==> src/rtl/glv_pkg.sv <==
// Shared types, constants and tables for the G-code line validator.
package glv_pkg;

    // Width of the count of missing fraction digits (covers up to six digits).
    localparam int PAD_W = 3;
    // Magnitude limit of a parsed value: 2^31.
    localparam logic [31:0] MAG_CAP = 32'h8000_0000;
    // Quotient width of a 32-bit magnitude divided by 60.
    localparam int QUO_W = 27;
    // ceil(2^34 / 15): exact divide by 15 for inputs below 2^30.
    localparam logic [30:0] DIV15_MUL = 31'd1145324613;
    localparam int DIV15_SHIFT = 34;

    // Supported command codes.
    localparam logic [9:0] CODE_RAPID    = 10'd0;
    localparam logic [9:0] CODE_LINEAR   = 10'd1;
    localparam logic [9:0] CODE_METRIC   = 10'd21;
    localparam logic [9:0] CODE_HOME     = 10'd28;
    localparam logic [9:0] CODE_ABS      = 10'd90;
    localparam logic [9:0] CODE_REL      = 10'd91;
    localparam logic [9:0] CODE_EXT_TEMP = 10'd104;
    localparam logic [9:0] CODE_FAN_ON   = 10'd106;
    localparam logic [9:0] CODE_FAN_OFF  = 10'd107;
    localparam logic [9:0] CODE_EXT_WAIT = 10'd109;
    localparam logic [9:0] CODE_BED_TEMP = 10'd140;
    localparam logic [9:0] CODE_BED_WAIT = 10'd190;

    typedef enum logic [1:0] {
        PH_START  = 2'd0,
        PH_CODE   = 2'd1,
        PH_TOKENS = 2'd2
    } t_phase;

    typedef enum logic [2:0] {
        LTR_X    = 3'd0,
        LTR_Y    = 3'd1,
        LTR_Z    = 3'd2,
        LTR_E    = 3'd3,
        LTR_F    = 3'd4,
        LTR_S    = 3'd5,
        LTR_NONE = 3'd6
    } t_letter;

    typedef enum logic [1:0] {
        ST_OK          = 2'd0,
        ST_BAD_LETTER  = 2'd1,
        ST_UNSUPPORTED = 2'd2,
        ST_BAD_PARAMS  = 2'd3
    } t_status;

    // Per-character line information moving down the pipe.
    typedef struct packed {
        logic       vld;
        logic       line_end;
        logic       letter_ok;
        logic       letter_is_m;
        logic [9:0] code;
    } t_line;

    // A finished token as seen by the scanner.
    typedef struct packed {
        logic             finish;
        logic             err;
        t_letter          letter;
        logic             neg;
        logic [PAD_W-1:0] pad;
        logic [31:0]      mag;
    } t_tok;

    // A finished token after scaling and the divide for F.
    typedef struct packed {
        logic             finish;
        logic             err;
        t_letter          letter;
        logic             neg;
        logic [31:0]      mag;
        logic [QUO_W-1:0] quo;
    } t_val;

    typedef struct packed {
        t_status          status;
        logic             is_m;
        logic [9:0]       code;
        logic [5:0][31:0] vals;
        logic [5:0]       mask;
        logic             abs_mode;
    } t_result;

    // 10^k for the missing fraction digits.
    function automatic logic [19:0] pow10(input logic [PAD_W-1:0] k);
        logic [19:0] p;
        case (k)
            3'd0:    p = 20'd1;
            3'd1:    p = 20'd10;
            3'd2:    p = 20'd100;
            3'd3:    p = 20'd1000;
            3'd4:    p = 20'd10000;
            3'd5:    p = 20'd100000;
            3'd6:    p = 20'd1000000;
            default: p = 20'd1;
        endcase
        return p;
    endfunction

    // floor(2^31 / 10^k): above this the scaled value saturates.
    function automatic logic [31:0] sat_limit(input logic [PAD_W-1:0] k);
        logic [31:0] t;
        case (k)
            3'd0:    t = 32'd2147483648;
            3'd1:    t = 32'd214748364;
            3'd2:    t = 32'd21474836;
            3'd3:    t = 32'd2147483;
            3'd4:    t = 32'd214748;
            3'd5:    t = 32'd21474;
            3'd6:    t = 32'd2147;
            default: t = 32'd2147483648;
        endcase
        return t;
    endfunction

endpackage

==> src/rtl/glv_scan.sv <==
// Character scanner: code word, token state and number accumulation.
module glv_scan #(
    parameter int FRACTION_DIGITS = 3
) (
    input  logic          i_clk,
    input  logic          i_rst_n,
    input  logic          i_en,
    input  logic          i_vld,
    input  logic [7:0]    i_char,
    input  logic          i_last,
    output glv_pkg::t_line o_line,
    output glv_pkg::t_tok  o_tok
);
    import glv_pkg::*;

    localparam int FW = (FRACTION_DIGITS > 0) ? $clog2(FRACTION_DIGITS + 1) : 1;
    localparam logic [7:0] CH_G     = 8'h47;
    localparam logic [7:0] CH_M     = 8'h4D;
    localparam logic [7:0] CH_X     = 8'h58;
    localparam logic [7:0] CH_Y     = 8'h59;
    localparam logic [7:0] CH_Z     = 8'h5A;
    localparam logic [7:0] CH_E     = 8'h45;
    localparam logic [7:0] CH_F     = 8'h46;
    localparam logic [7:0] CH_S     = 8'h53;
    localparam logic [7:0] CH_SPACE = 8'h20;
    localparam logic [7:0] CH_TAB   = 8'h09;
    localparam logic [7:0] CH_CR    = 8'h0D;
    localparam logic [7:0] CH_PLUS  = 8'h2B;
    localparam logic [7:0] CH_MINUS = 8'h2D;
    localparam logic [7:0] CH_DOT   = 8'h2E;
    localparam logic [7:0] CH_ZERO  = 8'h30;
    localparam logic [7:0] CH_NINE  = 8'h39;

    function automatic logic [31:0] times_ten_sat(input logic [31:0] m, input logic [3:0] d);
        logic [35:0] t;
        t = {4'b0, m} * 36'd10 + {32'b0, d};
        return (t > {4'b0, MAG_CAP}) ? MAG_CAP : t[31:0];
    endfunction

    t_phase        r_phase, n_phase;
    logic          r_letter_ok, n_letter_ok;
    logic          r_letter_is_m, n_letter_is_m;
    logic [9:0]    r_code, n_code;
    logic          r_code_stop, n_code_stop;
    t_letter       r_tok_letter, n_tok_letter;
    logic [1:0]    r_tok_len, n_tok_len;
    logic [31:0]   r_num, n_num;
    logic [FW-1:0] r_frac, n_frac;
    logic          r_dot, n_dot;
    logic          r_neg, n_neg;
    logic          r_num_stop, n_num_stop;
    t_line         r_line, n_line;
    t_tok          r_tok, n_tok;

    logic          is_digit;
    logic          is_sep;
    logic [3:0]    digit;
    logic [13:0]   code_ext;
    t_letter       char_letter;

    assign digit    = i_char[3:0];
    assign is_digit = (i_char >= CH_ZERO) && (i_char <= CH_NINE);
    assign is_sep   = (i_char == CH_SPACE) || ((i_char >= CH_TAB) && (i_char <= CH_CR));
    assign code_ext = {4'b0, r_code} * 14'd10 + {10'b0, digit};

    always_comb begin
        unique case (i_char)
            CH_X:    char_letter = LTR_X;
            CH_Y:    char_letter = LTR_Y;
            CH_Z:    char_letter = LTR_Z;
            CH_E:    char_letter = LTR_E;
            CH_F:    char_letter = LTR_F;
            CH_S:    char_letter = LTR_S;
            default: char_letter = LTR_NONE;
        endcase
    end

    always_comb begin
        n_phase       = r_phase;
        n_letter_ok   = r_letter_ok;
        n_letter_is_m = r_letter_is_m;
        n_code        = r_code;
        n_code_stop   = r_code_stop;
        n_tok_letter  = r_tok_letter;
        n_tok_len     = r_tok_len;
        n_num         = r_num;
        n_frac        = r_frac;
        n_dot         = r_dot;
        n_neg         = r_neg;
        n_num_stop    = r_num_stop;
        n_tok         = '0;
        n_line        = '0;

        if (i_vld) begin
            unique case (r_phase)
                PH_START: begin
                    n_letter_ok   = (i_char == CH_G) || (i_char == CH_M);
                    n_letter_is_m = (i_char == CH_M);
                    n_code        = '0;
                    n_code_stop   = 1'b0;
                    n_phase       = PH_CODE;
                end
                PH_CODE: begin
                    if (i_char == CH_SPACE) begin
                        n_phase   = PH_TOKENS;
                        n_tok_len = 2'd0;
                    end else if (!r_code_stop && is_digit) begin
                        n_code = (code_ext > 14'd1023) ? 10'd1023 : code_ext[9:0];
                    end else begin
                        n_code_stop = 1'b1;
                    end
                end
                PH_TOKENS: begin
                    if (is_sep) begin
                        // separator closes the open token
                        if (r_tok_len != 2'd0) begin
                            n_tok.finish = 1'b1;
                            n_tok.err    = (r_tok_len == 2'd1) || (r_tok_letter == LTR_NONE);
                            n_tok.letter = r_tok_letter;
                            n_tok.neg    = r_neg;
                            n_tok.pad    = PAD_W'(FRACTION_DIGITS) - PAD_W'(r_frac);
                            n_tok.mag    = r_num;
                        end
                        n_tok_len = 2'd0;
                    end else if (r_tok_len == 2'd0) begin
                        n_tok_letter = char_letter;
                        n_tok_len    = 2'd1;
                        n_num        = '0;
                        n_frac       = '0;
                        n_dot        = 1'b0;
                        n_neg        = 1'b0;
                        n_num_stop   = 1'b0;
                    end else begin
                        if (!r_num_stop) begin
                            if ((r_tok_len == 2'd1) &&
                                ((i_char == CH_PLUS) || (i_char == CH_MINUS))) begin
                                n_neg = (i_char == CH_MINUS);
                            end else if (is_digit) begin
                                if (!r_dot) begin
                                    n_num = times_ten_sat(r_num, digit);
                                end else if (r_frac < FW'(FRACTION_DIGITS)) begin
                                    n_num  = times_ten_sat(r_num, digit);
                                    n_frac = r_frac + 1'b1;
                                end
                            end else if ((i_char == CH_DOT) && !r_dot) begin
                                n_dot = 1'b1;
                            end else begin
                                n_num_stop = 1'b1;
                            end
                        end
                        n_tok_len = 2'd2;
                    end
                end
                default: n_phase = PH_START;
            endcase

            // last character closes a token still open after this update
            if (i_last && (n_phase == PH_TOKENS) && (n_tok_len != 2'd0)) begin
                n_tok.finish = 1'b1;
                n_tok.err    = (n_tok_len == 2'd1) || (n_tok_letter == LTR_NONE);
                n_tok.letter = n_tok_letter;
                n_tok.neg    = n_neg;
                n_tok.pad    = PAD_W'(FRACTION_DIGITS) - PAD_W'(n_frac);
                n_tok.mag    = n_num;
            end

            n_line.vld         = 1'b1;
            n_line.line_end    = i_last;
            n_line.letter_ok   = n_letter_ok;
            n_line.letter_is_m = n_letter_is_m;
            n_line.code        = n_code;

            if (i_last) begin
                n_phase       = PH_START;
                n_letter_ok   = 1'b0;
                n_letter_is_m = 1'b0;
                n_code        = '0;
                n_code_stop   = 1'b0;
                n_tok_letter  = LTR_X;
                n_tok_len     = 2'd0;
                n_num         = '0;
                n_frac        = '0;
                n_dot         = 1'b0;
                n_neg         = 1'b0;
                n_num_stop    = 1'b0;
            end
        end
    end

    always_ff @(posedge i_clk) begin
        if (!i_rst_n) begin
            r_phase       <= PH_START;
            r_letter_ok   <= 1'b0;
            r_letter_is_m <= 1'b0;
            r_code        <= '0;
            r_code_stop   <= 1'b0;
            r_tok_letter  <= LTR_X;
            r_tok_len     <= 2'd0;
            r_num         <= '0;
            r_frac        <= '0;
            r_dot         <= 1'b0;
            r_neg         <= 1'b0;
            r_num_stop    <= 1'b0;
            r_line        <= '0;
            r_tok         <= '0;
        end else if (i_en) begin
            r_phase       <= n_phase;
            r_letter_ok   <= n_letter_ok;
            r_letter_is_m <= n_letter_is_m;
            r_code        <= n_code;
            r_code_stop   <= n_code_stop;
            r_tok_letter  <= n_tok_letter;
            r_tok_len     <= n_tok_len;
            r_num         <= n_num;
            r_frac        <= n_frac;
            r_dot         <= n_dot;
            r_neg         <= n_neg;
            r_num_stop    <= n_num_stop;
            r_line        <= n_line;
            r_tok         <= n_tok;
        end
    end

    assign o_line = r_line;
    assign o_tok  = r_tok;

endmodule

==> src/rtl/glv_scale.sv <==
// Value path: fraction scaling with saturation, then the divide by 60 for F.
module glv_scale (
    input  logic           i_clk,
    input  logic           i_rst_n,
    input  logic           i_en,
    input  glv_pkg::t_line i_line,
    input  glv_pkg::t_tok  i_tok,
    output glv_pkg::t_line o_line,
    output glv_pkg::t_val  o_val
);
    import glv_pkg::*;

    // stage 2: scale by 10^pad, saturate
    logic [19:0] pw;
    logic [31:0] lim;
    logic [51:0] prod_s;
    logic [31:0] n_mag;
    t_line       r_line2;
    t_val        r_val2;

    assign pw     = pow10(i_tok.pad);
    assign lim    = sat_limit(i_tok.pad);
    assign prod_s = {20'b0, i_tok.mag} * {32'b0, pw};

    always_comb begin
        n_mag = (i_tok.mag > lim) ? MAG_CAP : prod_s[31:0];
        if (!i_tok.neg && (n_mag > (MAG_CAP - 32'd1)))
            n_mag = MAG_CAP - 32'd1;
    end

    // stage 3: n / 60 = (n >> 2) / 15 by reciprocal multiply
    logic [60:0] prod_q;
    t_line       r_line3;
    t_val        r_val3;
    t_val        n_val3;

    assign prod_q = {31'b0, r_val2.mag[31:2]} * {30'b0, DIV15_MUL};

    always_comb begin
        n_val3     = r_val2;
        n_val3.quo = prod_q[DIV15_SHIFT +: QUO_W];
    end

    always_ff @(posedge i_clk) begin
        if (!i_rst_n) begin
            r_line2 <= '0;
            r_val2  <= '0;
            r_line3 <= '0;
            r_val3  <= '0;
        end else if (i_en) begin
            r_line2        <= i_line;
            r_val2.finish  <= i_tok.finish;
            r_val2.err     <= i_tok.err;
            r_val2.letter  <= i_tok.letter;
            r_val2.neg     <= i_tok.neg;
            r_val2.mag     <= n_mag;
            r_val2.quo     <= '0;
            r_line3        <= r_line2;
            r_val3         <= n_val3;
        end
    end

    assign o_line = r_line3;
    assign o_val  = r_val3;

endmodule

==> src/rtl/glv_verdict.sv <==
// Parameter store, command rules and the result register.
module glv_verdict (
    input  logic             i_clk,
    input  logic             i_rst_n,
    input  logic             i_en,
    input  glv_pkg::t_line   i_line,
    input  glv_pkg::t_val    i_val,
    input  logic             i_ready,
    output logic             o_vld,
    output glv_pkg::t_result o_res
);
    import glv_pkg::*;

    logic [5:0][31:0] r_params, n_params;
    logic [5:0]       r_seen, n_seen;
    logic             r_err, n_err;
    logic             r_abs, n_abs;
    logic             r_vld;
    t_result          r_res, n_res;

    logic [31:0] val;
    logic        any_tok;
    logic        ok;
    logic        known;
    logic        m_cls;

    always_comb begin
        val = (i_val.letter == LTR_F) ? {{(32-QUO_W){1'b0}}, i_val.quo} : i_val.mag;
        if (i_val.neg)
            val = 32'd0 - val;
    end

    // merge the incoming token into the store
    always_comb begin
        n_params = r_params;
        n_seen   = r_seen;
        n_err    = r_err;
        if (i_line.vld && i_val.finish) begin
            if (i_val.err) begin
                n_err = 1'b1;
            end else begin
                n_params[i_val.letter] = val;
                n_seen[i_val.letter]   = 1'b1;
            end
        end
    end

    always_comb begin
        any_tok = n_err || (n_seen != 6'd0);
        ok      = 1'b0;
        known   = 1'b1;
        m_cls   = 1'b0;
        unique case (i_line.code) inside
            CODE_RAPID, CODE_LINEAR:
                ok = !n_err && (n_seen[3:0] != 4'd0);
            CODE_HOME:
                ok = !any_tok || (!n_err && (n_seen[2:0] != 3'd0));
            CODE_METRIC, CODE_ABS, CODE_REL:
                ok = !any_tok;
            CODE_EXT_TEMP, CODE_EXT_WAIT, CODE_BED_TEMP, CODE_BED_WAIT, CODE_FAN_ON: begin
                m_cls = 1'b1;
                ok    = !n_err && n_seen[LTR_S] && (n_seen[4:0] == 5'd0);
            end
            CODE_FAN_OFF: begin
                m_cls = 1'b1;
                ok    = !any_tok;
            end
            default:
                known = 1'b0;
        endcase

        n_res      = '0;
        n_res.code = i_line.code;
        n_res.is_m = m_cls;
        n_abs      = r_abs;
        if (!i_line.letter_ok) begin
            n_res.status = ST_BAD_LETTER;
            n_res.is_m   = 1'b0;
            n_res.code   = '0;
        end else if (!known) begin
            n_res.status = ST_UNSUPPORTED;
            n_res.is_m   = i_line.letter_is_m;
        end else if (!ok) begin
            n_res.status = ST_BAD_PARAMS;
        end else begin
            n_res.status = ST_OK;
            n_res.vals   = n_params;
            n_res.mask   = n_seen;
            if (i_line.code == CODE_ABS)
                n_abs = 1'b1;
            if (i_line.code == CODE_REL)
                n_abs = 1'b0;
        end
        n_res.abs_mode = n_abs;
    end

    always_ff @(posedge i_clk) begin
        if (!i_rst_n) begin
            r_params <= '0;
            r_seen   <= '0;
            r_err    <= 1'b0;
            r_abs    <= 1'b1;
            r_vld    <= 1'b0;
            r_res    <= '0;
        end else begin
            // a new verdict wins over the handshake of the old one
            if (i_en && i_line.vld && i_line.line_end)
                r_vld <= 1'b1;
            else if (i_ready)
                r_vld <= 1'b0;
            if (i_en && i_line.vld) begin
                if (i_line.line_end) begin
                    r_params <= '0;
                    r_seen   <= '0;
                    r_err    <= 1'b0;
                    r_abs    <= n_abs;
                    r_res    <= n_res;
                end else begin
                    r_params <= n_params;
                    r_seen   <= n_seen;
                    r_err    <= n_err;
                end
            end
        end
    end

    assign o_vld = r_vld;
    assign o_res = r_res;

endmodule

==> src/rtl/gcode_line_validator_core.sv <==
// Top level of the G-code line validator: stream ports and pipeline control.
//
// Use: feed one command line on the slave stream, one ASCII character per item,
// with s_axis_tlast on the final character. For every line one verdict item
// leaves on the master stream: status, code number, the six parameter values
// (thousandths by default, F divided by 60), the mask of parameters seen and
// the positioning mode after the line. is_m_class travels on m_axis_tuser.
//
// Throughput: one character per clock while s_axis_tready is high. The design
// is a four-register pipe: scanner, fraction scaling, reciprocal multiply for
// the F divide, and the verdict/result register. A line's verdict shows on
// m_axis_tvalid once its last character has passed the first three registers.
//
// Reset (i_rst_n low, synchronous) empties the pipe, clears all line state
// and sets absolute positioning.
//
// Stall: characters keep flowing while a verdict waits in the result
// register; s_axis_tready drops only when a line end reaches the last stage
// and the waiting verdict has not been taken.
module gcode_line_validator_core #(
    parameter int FRACTION_DIGITS = 3
) (
    input  logic          i_clk,
    input  logic          i_rst_n,
    input  logic          s_axis_tvalid,
    output logic          s_axis_tready,
    input  logic [7:0]    s_axis_tdata,   // [7:0] char_code
    input  logic          s_axis_tlast,   // last_char
    output logic          m_axis_tvalid,
    input  logic          m_axis_tready,
    // [1:0] status, [11:2] code_number, [43:12] x_value, [75:44] y_value,
    // [107:76] z_value, [139:108] e_value, [171:140] feed_value,
    // [203:172] s_value, [209:204] present_mask, [210] absolute_mode, [215:211] zero
    output logic [215:0]  m_axis_tdata,
    output logic          m_axis_tuser    // [0] is_m_class
);
    import glv_pkg::*;

    logic    en;
    t_line   scan_line;
    t_tok    scan_tok;
    t_line   val_line;
    t_val    val_tok;
    logic    res_vld;
    t_result res;

    // Hold the whole pipe only when a verdict would overwrite an untaken one.
    assign en = !(res_vld && !m_axis_tready && val_line.vld && val_line.line_end);
    assign s_axis_tready = en;

    glv_scan #(
        .FRACTION_DIGITS (FRACTION_DIGITS)
    ) u_scan (
        .i_clk   (i_clk),
        .i_rst_n (i_rst_n),
        .i_en    (en),
        .i_vld   (s_axis_tvalid),
        .i_char  (s_axis_tdata),
        .i_last  (s_axis_tlast),
        .o_line  (scan_line),
        .o_tok   (scan_tok)
    );

    glv_scale u_scale (
        .i_clk   (i_clk),
        .i_rst_n (i_rst_n),
        .i_en    (en),
        .i_line  (scan_line),
        .i_tok   (scan_tok),
        .o_line  (val_line),
        .o_val   (val_tok)
    );

    glv_verdict u_verdict (
        .i_clk   (i_clk),
        .i_rst_n (i_rst_n),
        .i_en    (en),
        .i_line  (val_line),
        .i_val   (val_tok),
        .i_ready (m_axis_tready),
        .o_vld   (res_vld),
        .o_res   (res)
    );

    assign m_axis_tvalid = res_vld;
    assign m_axis_tuser  = res.is_m;
    assign m_axis_tdata  = {5'b0, res.abs_mode, res.mask, res.vals, res.code,
                            2'(res.status)};

endmodule
==> config.mk <==
export PLATFORM = sky130hd
export DESIGN_NAME = gcode_line_validator_core
export DESIGN_NICKNAME = d
export VERILOG_FILES = /design/src/rtl/glv_pkg.sv /design/src/rtl/glv_scan.sv /design/src/rtl/glv_scale.sv /design/src/rtl/glv_verdict.sv /design/src/rtl/gcode_line_validator_core.sv
export SDC_FILE = /design/constraint.sdc
export NUM_CORES = 2
export LEC_CHECK = 0
export BUFFER_PORTS_ARGS = -buffer_cell sky130_fd_sc_hd__clkbuf_2
export CORE_ASPECT_RATIO = 0.9
export CORE_MARGIN = 1.5
export CORE_UTILIZATION = 55
export DETAILED_ROUTE_END_ITERATION = 6
export PLACE_DENSITY_LB_ADDON = 0.2
export REMOVE_ABC_BUFFERS = 1
export SLEW_MARGIN = 0
export SYNTH_ARGS = -nofsm -noshare
export SYNTH_HDL_FRONTEND = slang
export SYNTH_SLANG_ARGS = --single-unit
==> constraint.sdc <==
create_clock -name i_clk -period 7.15 [get_ports i_clk]
set_input_delay 1.0725 -clock i_clk [delete_from_list [all_inputs] [get_ports i_clk]]
set_output_delay 1.0725 -clock i_clk [all_outputs]
set_load 0.05 [all_outputs]
# [Yosys cells after proc, flatten, opt, wreduce, memory -nomap -nowiden]
# Index checks and enable logic that the tools add are counted.
[op_classes] eq_ne=43 n_reduce_logical=56 bitwise=2 muxes=115 mul=4 magnitude_cmp=11 add_sub_neg=6
[op_table] cell="$mux 198" n=3
[op_table] cell="$mux 192" n=3
[op_table] cell="$mux 32" n=15
[op_table] cell="$mux 41" n=5
[op_table] cell="$bwmux 192" n=1
[op_table] cell="$pmux 32 s6" n=1
[op_table] cell="$pmux 20 s6" n=1
[op_table] cell="$demux 32 s3" n=1
[op_table] cell="$eq 8x7->1 const B" n=8
[op_table] cell="$mul 30x31->61 const B" n=1
[op_table] cell="$eq 10x7->1 const B" n=6
[op_table] cell="$mux 10" n=5
[op_table] cell="$mux 1" n=43
[op_table] cell="$mux 2" n=20
[op_table] cell="$add 36x4->36" n=1
[op_table] cell="$gt 36x32->1 const B" n=1
[op_table] cell="$mul 32x3->35 const B" n=1
[op_table] cell="$eq 8x6->1 const B" n=4
[op_table] cell="$gt 32x31->1 const B" n=1
[op_table] cell="$gt 32x32->1" n=1
[op_table] cell="$mul 32x20->32" n=1
[op_table] cell="$sub 1x32->32 const A" n=1
[op_table] cell="$eq 10x5->1 const B" n=2
[op_table] cell="$eq 10x8->1 const B" n=2
[op_table] cell="52 further kinds" n=109
[word_totals] ff_bits=656 out_inout_bits=219 elab_cells=302 inputBits=13

# [Longest topological paths before layout]
[logic_depth] word_depth=15 depth_mapped=34 depth_no_buf=31

# [Cells and area by module]
# A second synthesis with hierarchy kept.
[hier_totals] cells_unflattened=5859 area_unflattened_um2=52135.0
[modules_own_cells] mod="glv_scale" area_each_um2=26009.9 n_inst=1 seq_area_each_um2=2622.5 cells_each=2834
[modules_own_cells] mod="glv_verdict" area_each_um2=17291.6 n_inst=1 seq_area_each_um2=8267.9 cells_each=1913
[modules_own_cells] mod="glv_scan" area_each_um2=8783.4 n_inst=1 seq_area_each_um2=2222.1 cells_each=1105
[modules_own_cells] mod="gcode_line_validator_core" area_each_um2=50.0 n_inst=1 seq_area_each_um2=0.0 cells_each=7

# [Least setup slack after synthesis]
# OpenSTA, ideal clock, no wires.
[synth_timing] path_kind="reg-to-reg" start="register u_scan.r_tok, in the netlist u_scan.o_tok[33]" end="register u_scale.r_val2, in the netlist u_scale.n_val3[43]" path_slack_ns=-0.762 setup_time_ns=0.095 path_stages_with_launch=34 t_arrival_ns=7.816 period_less_slack_ns=7.912 t_required_ns=7.055 n_path_buf=3 path_cell_list="dfxtp_1 -> inv_1 -> ha_1 -> clkbuf_1 -> inv_1 -> a21oi_1 -> clkbuf_1 -> ha_1 -> ha_1 -> fa_1 -> inv_1 -> fa_1 -> inv_1 -> fa_1 -> ha_1 -> fa_1 -> inv_1 -> fa_1 -> inv_1 -> ha_1 -> a21oi_1 -> nor2b_1 -> o21a_1 -> nor3_1 -> a211o_1 -> a21oi_1 -> o31a_1 -> o21ai_0 -> o211ai_1 -> xnor2_1 -> and2_1 -> o21a_1 -> clkbuf_1 -> a221oi_1"
[synth_between] elab_chain_cells=7 word_cells_on_any_way=14 cone_classes="mul (1); order compare (2); eq/ne (6); mux (4); reduce/logical (1)"
[synth_lines] item="start, declared" line_no="glv_scan.sv:53" source="t_tok r_tok, n_tok;"
[synth_lines] item="start signal, assigned" line_no="glv_scan.sv:220" source="r_tok <= n_tok;"
[synth_lines] item="$eq 3x3->1 (tied with other cells)" line_no="glv_pkg.sv:92, glv_pkg.sv:108"
[synth_lines] item="$pmux 20 s6 / $pmux 32 s6 (equally long branches)" line_no="glv_pkg.sv:92, glv_pkg.sv:108"
[synth_lines] item="$mul 32x20->32 / $gt 32x32->1 (equally long branches)" line_no="glv_scale.sv:23, glv_scale.sv:26"
[synth_lines] item="$mux 32 *" line_no="glv_scale.sv:26" source="n_mag = (i_tok.mag > lim) ? MAG_CAP : prod_s[31:0];"
[synth_lines] item="$gt 32x31->1" line_no="glv_scale.sv:27" source="if (!i_tok.neg && (n_mag > (MAG_CAP - 32'd1)))"
[synth_lines] item="$logic_and 1x1->1" line_no="glv_scale.sv:27"
[synth_lines] item="$mux 32 *" line_no="glv_scale.sv:27"
[synth_lines] item="end, declared" line_no="glv_scale.sv:19" source="t_val r_val2;"
# Mark *: on every way between the ends. The rest lies on a longest branch, timed or not.
# A chain may end at the register's enable or synchronous reset.

# [Worst setup path in the final report]
[layout_timing] start="register u_scan.r_tok, in the netlist u_scan.o_tok[32]" end="register u_scale.r_val2, in the netlist u_scale.n_val3[52]"
# The elaborated chain is that of the path after synthesis.

==> impl_metrics.json <==
{
  "ys_seq_area_share_pct": 27.2,
  "p_int_mw": 6.12,
  "cp.arrival_ps": 7500,
  "slew_headroom_pct": 27.1,
  "groute.usage.overall_pct": 28.5,
  "crit_type": "flop to flop",
  "dp_hpwl_um": 95000,
  "maxClockFrequency_ghz": 0.144,
  "cp_slowest_cell": "fa_1",
  "r2r_cells": 29,
  "setup_violations": 0,
  "placed_cell_area_um2": 50800,
  "placementRows": 102,
  "initial_utilization_pct": 55.8,
  "final_cell_area_um2": 53600,
  "irDropWorstVdd_mv": 0.147,
  "vias_per_cell": 5.79,
  "die_h_um": 284,
  "pwr-share-comb_pct": 4.5,
  "cts.reportedPaths.clkPinSlew_ps": 80,
  "min_path_cells": 2,
  "antenna_cells": 0,
  "place_inst": 6990,
  "num_vias": 41225,
  "boundaryPins": 232,
  "critPathRequiredTime_ps": 7680,
  "netlist_instances": 5776,
  "cts_buffers": 72,
  "maxCapViolCount": 0,
  "antenna_found_initial": 0,
  "whs_ps": 448,
  "grt_first_pass_wirelength_um": 210000,
  "cts.htree.levels": 3,
  "clock_skew_ps": 46.2,
  "drv_slew": 0,
  "final_cells": 7122,
  "design.core.area_um2": 86400,
  "leakagePower_nw": 25.6,
  "clk_path_buf_depth": 3,
  "cts_tree": "done",
  "fin_crit_sh_pct": 97.4,
  "total_power_mw": 7.99,
  "cp_max_fo": 6,
  "async_reset_ff_share_pct": 0,
  "grt_pass1_vias": 39700,
  "syn-cell-area_um2": 48200,
  "portBuffers": 226,
  "drive_gt1_share_pct": 10.7,
  "cts-root-buf": "clkbuf_16",
  "status": "completed",
  "drc": 0,
  "tns_ps": 0,
  "layout_commonest_cell": "nand2_1",
  "critPathMaxStageDelay_ps": 540,
  "gp_congestion": 0.931,
  "timing.final.ws_setup_ps": 184,
  "ys_seq_elements": 655,
  "hold_viol": 0,
  "syn_avg_cell_area_um2": 8.34,
  "areaGrowthSynthToFinish_pct": 11.3,
  "hp-class": "flop to flop",
  "synth_edf_count": 0,
  "grt_overflow": 0,
  "synth_flop_cell": "dfxtp_1",
  "grt_max_degree": 200,
  "dieArea_um2": 89400,
  "wire_per_inst_um": 18.2,
  "swShare_pct": 23.4,
  "tightest_slew_ps": 1090,
  "final_nets": 6788,
  "cp-end-kind": "flop",
  "drt_wl_total_um": 129000,
  "cp-start-kind": "flop",
  "postLayoutCoreUtil_pct": 62.1,
  "dr.pass1.iters": 6,
  "clk-insertion-delay-late_ps": 640,
  "power_switching_mw": 1.87,
  "min_period_ps": 6970,
  "cts.sinks": 655,
  "ys_warn_count": 0,
  "p_seq_share_pct": 47.2,
  "final_cell_mix": "787 x nand2_1, 652 x dfxtp_1, 546 x a21oi_1",
  "p_per_area_nw_per_um2": 149,
  "die-width_um": 315,
  "dr.first_iter.drc_count": 3300,
  "dp_slack_ps": -505,
  "ant_nets": 0,
  "clockPowerShare_pct": 48.4,
  "yosysUniqueCellTypes": 102
}
-- registers in the layout, indices dropped and copies added, names as in the netlist, 14 cells and up --
signal,cells
u_scale.n_val3,38
u_scale.o_line,14
u_scan.r_num,32
u_scale.r_line2,14
u_verdict.r_params,192
u_scan.o_tok,40
u_scan.o_line,14
u_verdict.o_res,212
u_scale.o_val,65
-- layout make-up --
cell class	count	area (um^2)
timing repair buffer	385	2380
fill	7537	32800
clock inverter	28	394
tap	1144	1430
sequential	655	13100
inverter	527	1990
multi-input combinational	4284	32300
clock buffer	99	2050
-- power groups by stage --
stage / Clock, mW / Sequential (mW) / Combinational (mW)
floorplan: 0 / 3.84 / 0.254
global placement: 0 / 3.84 / 0.342
detailed placement: 0 / 3.85 / 0.350
CTS: 3.91 / 3.77 / 0.353
global route: 4.07 / 3.77 / 0.403
finish: 3.86 / 3.77 / 0.356
-- logic make-up after synthesis --
| logic type | share of synthesized area [%] |
|---|---|
| simple gates | 15.7 |
| compound gates | 19.3 |
| fa+ha+maj | 26.7 |
| buf+inv | 6.76 |
| flops | 27.2 |
| xor+xnor | 3.12 |
| mux | 1.27 |
| other cells | 0.00778 |
-- synth_stat cells (63+ instances only) --
library cell,n,area share (%)
nor3_1,82,0.85
ha_1,555,14
nor2_1,432,3.4
and2_1,125,1.6
nand2_1,791,6.2
fa_1,295,12
dfxtp_1,655,27
inv_1,525,4.1
xor2_1,63,1.1
a21oi_1,563,5.8
a22o_1,151,2.7
xnor2_1,107,1.9
clkbuf_1,257,2.0
o21ai_0,352,3.7
a22oi_1,74,1.2
-- worst paths after layout --
| check | from | endpoint | slack [ps] |
|---|---|---|---|
| worst max-delay path | u_scan.o_tok[32]$_SDFFE_PN0N_ | u_scale.n_val3[52]$_SDFFE_PN0N_ | 180 |
| worst min-delay path | u_verdict.o_res[137]$_SDFFE_PN0P_ | u_verdict.o_res[137]$_SDFFE_PN0P_ | 450 |
| worst max register to register | u_scan.o_tok[32]$_SDFFE_PN0N_ | u_scale.n_val3[52]$_SDFFE_PN0N_ | 180 |
| worst min register to register | u_verdict.o_res[137]$_SDFFE_PN0P_ | u_verdict.o_res[137]$_SDFFE_PN0P_ | 450 |
-- critical path: cells and delay by family (launching register included) --
family,cells,cell delay (ps)
fa+ha+maj,9,3570
xor+xnor,1,80
compound gates,8,1740
simple gates,5,600
flops,1,400
buf+inv,6,470
-- routing by layer --
layer  GRT usage (%)  vias up  wire length [um]
met2            47.9     1217             61200
met1            38.5    19743             57200
met5               0        -                 0
met4            9.17        0              4370
met3            2.80      253              6660
li1                -    20012                 -
-- repair_timing --
action	in CTS	in global routing
endpoints found under the setup margin	32	32
resized for setup	20	63
cloned	0	1
hold endpoints to repair	0	0
pin swaps	5	25
setup buffers	1	3
hold buffers	0	0
Note: power is estimated with default switching activity, not from simulation.
